## src/design/bfa_pkg.sv

```systemverilog
`timescale 1ns / 1ps
// ----------------------------------------------------------------------------
// Bitmap frame allocator package
// Sizes, codes and the command/status structs shared by the modules.
// ----------------------------------------------------------------------------
package bfa_pkg;

   localparam int FRAME_COUNT = 32768;
   localparam int WORD_BITS   = 64;
   localparam int PAGE_BYTES  = 4096;

   localparam int WORD_COUNT = (FRAME_COUNT + WORD_BITS - 1) / WORD_BITS;
   localparam int WADDR_W    = $clog2(WORD_COUNT);
   localparam int BIT_W      = $clog2(WORD_BITS);
   localparam int PTR_W      = WADDR_W + 1;
   localparam int N_W        = WADDR_W + BIT_W;
   localparam int FRAME_W    = 15;
   localparam int ADDR_W     = 48;
   localparam int STATUS_W   = 2;
   localparam int CSR_IDX_W  = 3;
   localparam int PAGE_SHIFT = $clog2(PAGE_BYTES);
   localparam int PN_W       = ADDR_W - PAGE_SHIFT + 2;

   typedef enum logic {
      OP_ALLOC = 1'b0,
      OP_FREE  = 1'b1
   } op_type;

   typedef enum logic [STATUS_W-1:0] {
      ST_OK      = 2'd0,
      ST_FULL    = 2'd1,
      ST_NO_PAGE = 2'd2
   } status_type;

   typedef enum logic [CSR_IDX_W-1:0] {
      CSR_REGION_BASE = 3'd0,
      CSR_REGION_END  = 3'd1,
      CSR_KERNEL_LOW  = 3'd2,
      CSR_KERNEL_HIGH = 3'd3,
      CSR_BOOT_LOW    = 3'd4,
      CSR_BOOT_HIGH   = 3'd5
   } csr_idx_type;

   typedef enum logic [4:0] {
      DP_NOP, DP_CLEAR, DP_LOAD, DP_FREE_RD, DP_FREE_WR, DP_SCAN, DP_BIT,
      DP_SIZE, DP_RANGE_K, DP_RANGE_B, DP_RANGE_CHK, DP_ORDER, DP_MERGE,
      DP_ADJ0, DP_ADJ1, DP_ADDR, DP_COMMIT
   } dp_op_type;

   typedef enum logic [4:0] {
      S_CLEAR, S_IDLE, S_FREE_RD, S_FREE_WR, S_SCAN, S_BIT, S_SIZE,
      S_RANGE_K, S_RANGE_B, S_RANGE_CHK, S_ORDER, S_MERGE, S_ADJ0, S_ADJ1,
      S_ADDR, S_CHECK, S_RESP
   } state_type;

   typedef struct packed {
      dp_op_type  op;
      logic       rsp_load;
      status_type rsp_status;
      logic       rsp_grant;
   } dp_cmd_type;

   typedef struct packed {
      logic clear_done;
      logic scan_found;
      logic scan_empty;
      logic bit_found;
      logic page_bad;
   } dp_stat_type;

endpackage

```

## src/design/bfa_ctrl.sv

```systemverilog
`timescale 1ns / 1ps
// ----------------------------------------------------------------------------
// Bitmap frame allocator controller
// Sequences clear, free, scan and page mapping; owns the result valid.
// ----------------------------------------------------------------------------
module bfa_ctrl (
   input  logic                 clock,
   input  logic                 reset,
   input  logic                 req_valid,
   input  logic                 req_operation,
   output logic                 req_stall,
   output logic                 rsp_valid,
   input  logic                 rsp_stall,
   input  bfa_pkg::dp_stat_type stat,
   output bfa_pkg::dp_cmd_type  cmd
);

   bfa_pkg::state_type  state_ff, state_in;
   bfa_pkg::status_type status_ff, status_in;
   logic                grant_ff, grant_in;
   logic                rsp_valid_ff, rsp_valid_in;

   always_ff @(posedge clock) begin
      if (reset) begin
         state_ff     <= bfa_pkg::S_CLEAR;
         status_ff    <= bfa_pkg::ST_OK;
         grant_ff     <= 1'b0;
         rsp_valid_ff <= 1'b0;
      end else begin
         state_ff     <= state_in;
         status_ff    <= status_in;
         grant_ff     <= grant_in;
         rsp_valid_ff <= rsp_valid_in;
      end
   end

   always_comb begin
      state_in       = state_ff;
      status_in      = status_ff;
      grant_in       = grant_ff;
      cmd.op         = bfa_pkg::DP_NOP;
      cmd.rsp_load   = 1'b0;
      cmd.rsp_status = status_ff;
      cmd.rsp_grant  = grant_ff;
      req_stall      = (state_ff != bfa_pkg::S_IDLE);
      unique case (state_ff)
         bfa_pkg::S_CLEAR: begin
            cmd.op = bfa_pkg::DP_CLEAR;
            if (stat.clear_done) begin
               state_in = bfa_pkg::S_IDLE;
            end
         end
         bfa_pkg::S_IDLE: begin
            if (req_valid) begin
               cmd.op    = bfa_pkg::DP_LOAD;
               status_in = bfa_pkg::ST_OK;
               grant_in  = 1'b0;
               state_in  = (bfa_pkg::op_type'(req_operation) == bfa_pkg::OP_FREE)
                           ? bfa_pkg::S_FREE_RD : bfa_pkg::S_SCAN;
            end
         end
         bfa_pkg::S_FREE_RD: begin
            cmd.op   = bfa_pkg::DP_FREE_RD;
            state_in = bfa_pkg::S_FREE_WR;
         end
         bfa_pkg::S_FREE_WR: begin
            cmd.op   = bfa_pkg::DP_FREE_WR;
            state_in = bfa_pkg::S_RESP;
         end
         bfa_pkg::S_SCAN: begin
            cmd.op = bfa_pkg::DP_SCAN;
            priority if (stat.scan_found) begin
               state_in = bfa_pkg::S_BIT;
            end else if (stat.scan_empty) begin
               status_in = bfa_pkg::ST_FULL;
               state_in  = bfa_pkg::S_RESP;
            end else begin
            end
         end
         bfa_pkg::S_BIT: begin
            cmd.op = bfa_pkg::DP_BIT;
            if (stat.bit_found) begin
               state_in = bfa_pkg::S_SIZE;
            end
         end
         bfa_pkg::S_SIZE: begin
            cmd.op   = bfa_pkg::DP_SIZE;
            state_in = bfa_pkg::S_RANGE_K;
         end
         bfa_pkg::S_RANGE_K: begin
            cmd.op   = bfa_pkg::DP_RANGE_K;
            state_in = bfa_pkg::S_RANGE_B;
         end
         bfa_pkg::S_RANGE_B: begin
            cmd.op   = bfa_pkg::DP_RANGE_B;
            state_in = bfa_pkg::S_RANGE_CHK;
         end
         bfa_pkg::S_RANGE_CHK: begin
            cmd.op   = bfa_pkg::DP_RANGE_CHK;
            state_in = bfa_pkg::S_ORDER;
         end
         bfa_pkg::S_ORDER: begin
            cmd.op   = bfa_pkg::DP_ORDER;
            state_in = bfa_pkg::S_MERGE;
         end
         bfa_pkg::S_MERGE: begin
            cmd.op   = bfa_pkg::DP_MERGE;
            state_in = bfa_pkg::S_ADJ0;
         end
         bfa_pkg::S_ADJ0: begin
            cmd.op   = bfa_pkg::DP_ADJ0;
            state_in = bfa_pkg::S_ADJ1;
         end
         bfa_pkg::S_ADJ1: begin
            cmd.op   = bfa_pkg::DP_ADJ1;
            state_in = bfa_pkg::S_ADDR;
         end
         bfa_pkg::S_ADDR: begin
            cmd.op   = bfa_pkg::DP_ADDR;
            state_in = bfa_pkg::S_CHECK;
         end
         bfa_pkg::S_CHECK: begin
            if (stat.page_bad) begin
               status_in = bfa_pkg::ST_NO_PAGE;
            end else begin
               cmd.op   = bfa_pkg::DP_COMMIT;
               grant_in = 1'b1;
            end
            state_in = bfa_pkg::S_RESP;
         end
         bfa_pkg::S_RESP: begin
            if (!rsp_valid_ff || !rsp_stall) begin
               cmd.rsp_load = 1'b1;
               state_in     = bfa_pkg::S_IDLE;
            end
         end
         default: begin
            state_in = bfa_pkg::S_IDLE;
         end
      endcase
      rsp_valid_in = cmd.rsp_load || (rsp_valid_ff && rsp_stall);
   end

   assign rsp_valid = rsp_valid_ff;

endmodule

```

## config.mk

```make
export PLATFORM = sky130hd
export DESIGN_NAME = bfa_ctrl
export DESIGN_NICKNAME = d
export VERILOG_FILES = /design/src/design/bfa_pkg.sv /design/src/design/bfa_ctrl.sv
export SDC_FILE = /design/constraint.sdc
export NUM_CORES = 1
export LEC_CHECK = 0
export ABC_AREA = 1
export BUFFER_PORTS_ARGS = -buffer_cell sky130_fd_sc_hd__buf_4
export CORE_MARGIN = 8
export CORE_UTILIZATION = 30
export DETAILED_ROUTE_END_ITERATION = 7
export GPL_TIMING_DRIVEN = 0
export MAX_ROUTING_LAYER = met4
export PLACE_DENSITY_LB_ADDON = 0.15
export SETUP_SLACK_MARGIN = 0.5
export SLEW_MARGIN = 15
export SYNTH_ARGS = -nofsm -noshare
export SYNTH_HDL_FRONTEND = slang
export SYNTH_SLANG_ARGS = --single-unit
```

## constraint.sdc

```tcl
create_clock -name clock -period 2.64 [get_ports clock]
set_input_delay 0.132 -clock clock [delete_from_list [all_inputs] [get_ports clock]]
set_output_delay 0.132 -clock clock [all_outputs]
set_load 0.1 [all_outputs]
```

======== After elaboration in Yosys (flattened, before gate mapping) ========
Cells that the tools add are included.
operators by class
  eq/ne operators ......................... 26
  mux-type cells .......................... 21
  reductions and logical operators ........ 12
operator list
  operator            number
  $pmux 5 s16         2
  $eq 5x4->1 const B  8
  $mux 5              7
  $eq 5x3->1 const B  4
  $ne 2x2->1 const B  8
  $eq 5x2->1 const B  2
  $mux 2              5
  $reduce_and 5->1    2
  $pmux 2 s3          1
  $eq 5x1->1 const B  1
  $eq 5x5->1 const B  1
  $logic_not 5->1     1
  $ne 5x1->1 const B  1
  $mux 1              4
  $mux 3              1
  $ne 3x3->1 const B  1
  $reduce_and 3->1    1
  $reduce_bool 3->1   1
  $logic_not 1->1     2
  $logic_or 1x1->1    2
  $pmux 1 s2          1
  $reduce_bool 2->1   1
  $reduce_or 2->1     1
  $logic_and 1x1->1   1
word-level totals
  register bits ........................... 9
  input bits .............................. 10
  output and inout bits ................... 11
  word-level logic and storage cells ...... 63

======== Longest topological paths before layout ========
  depth after elaboration ................. 5
  depth in mapped cells ................... 10
  depth with buffers taken out ............ 10

======== Worst setup path after synthesis ========
Ideal clock, no wire load.
  path kind ............................... reg-to-reg
  from .................................... reg state_ff[4]
  to ...................................... reg state_ff[3]
  setup time .............................. 73 ps
  data arrival time ....................... 3050 ps
  data required time ...................... 2567 ps
  slack ................................... -483 ps
  cell stages (with the launch flop) ...... 6
  path buffers ............................ 0
  period minus slack after synthesis ...... 3123 ps
  path through ............................ dfxtp_1 nor2_4 nand2_2 o21ai_0 inv_1 nor2_1
between the ends
  word-level cells in the longest chain between the ends .. 3
  elaborated cells on any way between the ends .. 25
  classes of those cells .................. 21 x eq/ne; 1 x mux; 3 x reduce/logical
ends and longest elaborated chain
  what                                                    line            text
  start: declaration                                      bfa_ctrl.sv:18  bfa_pkg::state_type state_ff, state_in;
  start signal: assignment                                bfa_ctrl.sv:25  state_ff <= bfa_pkg::S_CLEAR;
  start signal: assignment                                bfa_ctrl.sv:30  state_ff <= state_in;
  $eq 5x4->1 (tied with other cells)                      bfa_ctrl.sv:46  unique case (state_ff)
  $reduce_or 2->1 (no line) (tied with other cells)       -
  $pmux 5 s16 / $reduce_and 5->1 (equally long branches)  -
Parallel ways exist; a longest one is shown, timed or not.
A chain may end at the register's enable or synchronous reset.

==> Implementation_results.wiki <==
{| class="wikitable"
! Metric !! Value
|-
| Status || complete, no violations
|-
| Kind of launch point of the worst setup path || register
|-
| Beginning of the worst register-to-register path || state_ff[0]
|-
| Tmin final || 1.80 ns
|-
| Dpl ws || 1.14 ns
|-
| Sum of negative setup slack || 0 ns
|-
| Number of antenna violations at the first check in global routing || 0
|-
| Cts bufs inserted || 3
|-
| Post-layout net count || 157
|-
| Worst voltage drop across the vdd grid || 0.000630 V
|-
| Net count of the mapped netlist || 132
|-
| Worst Reg2Reg Path Length in Cells || 8
|-
| Highest-count cells in the layout ignoring fill and taps || sky130_fd_sc_hd__nand2_1, sky130_fd_sc_hd__nor2_1, sky130_fd_sc_hd__buf_4
|-
| Number of I/O port buffers || 20
|-
| Area after DPL || 917 um2
|-
| Maximum fanout encountered on the critical timing path || 6
|-
| Worst-path clk slew || 0.07 ns
|-
| Placer Congestion || 0.892
|-
| Boundary Pins || 21
|-
| Total detailed-routing wirelength || 1990 um
|-
| Post-Syn Area || 719 um2
|-
| Synth area leader || sky130_fd_sc_hd__dfxtp_1
|-
| Final worst clock skew || 0.000500 ns
|-
| DRC violation count after routing || 0
|-
| Number of max-slew violations in the final report || 0
|-
| Drt via density || 4.71
|-
| Number of global-route vias before repair || 777
|-
| Number of clock sinks || 9
|-
| Sequential cell area fraction in the yosys report || 0.250
|-
| First-pass DRT Iterations || 4
|-
| Worst skew pair latency || 0.27 ns
|-
| Highest attainable clock frequency || 556 MHz
|-
| Classification of the worst-slack hold path || input port to register
|-
| Number of violations reported at the end of detailed-routing iteration 0 || 31
|-
| Synthesized netlist cell count || 122
|-
| Vertical die dimension || 65.0 um
|-
| Area growth from synthesis to layout || 31.1%
|-
| Remaining global-route overflow || 0
|-
| Slowest-stage cell, CP || sky130_fd_sc_hd__dfxtp_1
|-
| Tightest Pin Transition || 0.270 ns
|-
| Critical path startpoint || state_ff[0]
|-
| Number of setup buffers added after CTS || 0
|-
| Pwr dens || 1350 nW/um2
|-
| Wire length of the first global-routing pass || 3280 um
|-
| Crit path required time || 2.51 ns
|-
| Setup-violating endpoint count in the final report || 0
|-
| Average routed wire per standard cell || 11.4 um
|-
| Worst Slack Setup Final || 0.843 ns
|-
| Distinct cell type count after synthesis || 19
|-
| Maximum clock path buffer count || 2
|-
| Count of buffering cells on the critical path with inverters included || 3
|-
| Total core area || 2230 um2
|-
| Startpoint of the worst hold path || reset
|-
| Number of hold buffers added after cts || 0
|-
| Filler cell count || 248
|-
| Worst Hold Path Cells || 2
|-
| Classification of the worst setup path || register to output port
|-
| Most frequent standard cell in the layout excluding fill and tap cells || sky130_fd_sc_hd__nand2_1
|-
| Initial standard-cell utilization of the core || 0.322
|-
| R2r endpoint || state_ff[4]
|-
| TritonCTS clock tree || done
|-
| Area used by multi-input combinational logic || 478 um2
|-
| Cell types with the largest area share after synthesis || sky130_fd_sc_hd__dfxtp_1, sky130_fd_sc_hd__nand2_1, sky130_fd_sc_hd__nor2_1
|-
| Most numerous cell on the critical path || sky130_fd_sc_hd__nand2_1
|-
| YS warnings || 0
|-
| Fin crit share || 0.681
|-
| Number of diodes || 0
|-
| P_leak || 0.491 nW
|-
| Summed area of non-filler cells in the final layout || 943 um2
|-
| Row count || 17
|-
| Worst path top cell family by delay || simple AND/OR/NAND/NOR gates
|-
| Maximum Capacitance Violations || 0
|-
| Worst-case headroom to the max-slew limit || 0.820
|-
| Detailed placer's ending HPWL || 1640 um
|-
| H-tree depth || 1
|-
| Fraction of layout instances using a drive strength above 1 || 0.322
|-
| Data arrival time at the worst-slack endpoint || 1.67 ns
|-
| Synth Register Bits || 9
|-
| Endpoint of the worst hold-timing path || state_ff[2]
|-
| CTS root buf || sky130_fd_sc_hd__clkbuf_4
|-
| Worst hold margin || 0.0878 ns
|-
| Post-CTS sizing || 0
|-
| Via count || 820
|-
| Die width || 65.0 um
|-
| Flip-flop and latch area || 183 um2
|-
| Critical Path Sink Type || output port
|-
| Flop-to-flop setup slack || 1.24 ns
|-
| Final design utilization || 0.422
|-
| Maximum number of pins on one net before global-route repair || 8
|-
| Fraction of post-synthesis cell area in the top cell type by area || 0.250
|-
| RSZ-0062 raised after global routing || no
|-
| Number of hold-slack violations in the final timing report || 0
|-
| Count of nets left with antenna violations after detail routing || 0
|-
| Full die area || 4220 um2
|-
| Post-synthesis average cell area || 5.90 um2
|-
| Delay of the slowest critical-path stage || 0.46 ns
|-
| Critical-path cell list || nor2_2 -> inv_2 -> nand2_1 -> nor2_1 -> nand3b_1 -> inv_1 -> nand2_1 -> buf_4
|-
| Total GRT Usage || 0.100
|}
==> worst max path at each step <==
stage	cells after the start	slack [ns]	end
after floorplan	7	0.38	status_ff[0]
after global placement	8	1.16	cmd[5]
after detailed placement	8	1.14	cmd[5]
after CTS	8	0.84	cmd[5]
after global routing	8	0.76	cmd[5]
final	8	0.84	cmd[5]
==> worst reg2reg max path: stages, from the launching register on <==
cell and delay [ns]:
sky130_fd_sc_hd__dfxtp_1 0.38, sky130_fd_sc_hd__nor2_2 0.26, sky130_fd_sc_hd__inv_2 0.09, sky130_fd_sc_hd__nor2_4 0.19, sky130_fd_sc_hd__nand2_2 0.08, sky130_fd_sc_hd__nand3_2 0.09, sky130_fd_sc_hd__nor2_4 0.05, sky130_fd_sc_hd__nor2_1 0.11
sky130_fd_sc_hd__nor2_2 0.05
==> power breakdown <==
group          leakage, nW  total (mW)  switching [mW]  internal (mW)
logic                0.402       0.935           0.712          0.223
clock network       0.0150       0.113          0.0541         0.0585
registers           0.0744       0.226          0.0488          0.177
==> cell usage after synthesis <==
master                     number
sky130_fd_sc_hd__nand2_2        4
sky130_fd_sc_hd__inv_1         15
sky130_fd_sc_hd__nand2_1       34
sky130_fd_sc_hd__a22oi_1        1
sky130_fd_sc_hd__nand4_1        4
sky130_fd_sc_hd__nor2_4         3
sky130_fd_sc_hd__o21ai_1        2
sky130_fd_sc_hd__buf_4          1
sky130_fd_sc_hd__nand2_4        1
sky130_fd_sc_hd__inv_2          2
sky130_fd_sc_hd__nor2_1        22
sky130_fd_sc_hd__nand3_2        2
sky130_fd_sc_hd__a21oi_1        6
sky130_fd_sc_hd__dfxtp_1        9
sky130_fd_sc_hd__nand3b_1       2
sky130_fd_sc_hd__nand3_1        5
sky130_fd_sc_hd__o21ai_0        3
sky130_fd_sc_hd__a21oi_2        1
sky130_fd_sc_hd__nor2_2         5
==> area by class of cell <==
| class | count | share of cell area |
|---|---|---|
| Buffer | 1 | 0.00796 |
| Clock buffer | 4 | 0.0279 |
| Inverter | 17 | 0.0676 |
| Multi-Input combinational cell | 95 | 0.507 |
| Sequential cell | 9 | 0.194 |
| Tap cell | 28 | 0.0371 |
| Timing Repair Buffer | 20 | 0.159 |
==> stage by stage <==
stage	instances	total power, mW
after CTS	174	1.28
after detailed placement	170	1.17
final	174	1.27
after global routing	174	1.35
after floorplan	122	0.987
after global placement	170	1.16
==> cell families after synthesis <==
group,share of synthesized area
AOI/OAI and AO/OA,0.0991
buffers and inverters,0.0991
DFF,0.250
and+or+nand+nor,0.551
==> metal layers <==
layer,global-route usage,share of wire,routed length (um),up-vias
met2,0.160,0.45,896,33
met3,0.0464,0.099,198,2
met4,0.0163,0.0035,7,0
met1,0.114,0.45,887,350
li1,-,-,-,435
met5,-,0,0,-
==> state kept, by name, indices dropped and copies added (netlist names) <==
name,flops
grant_ff,1
rsp_valid,1
state_ff,5
status_ff,2
Power figures use the tool's default switching activity.
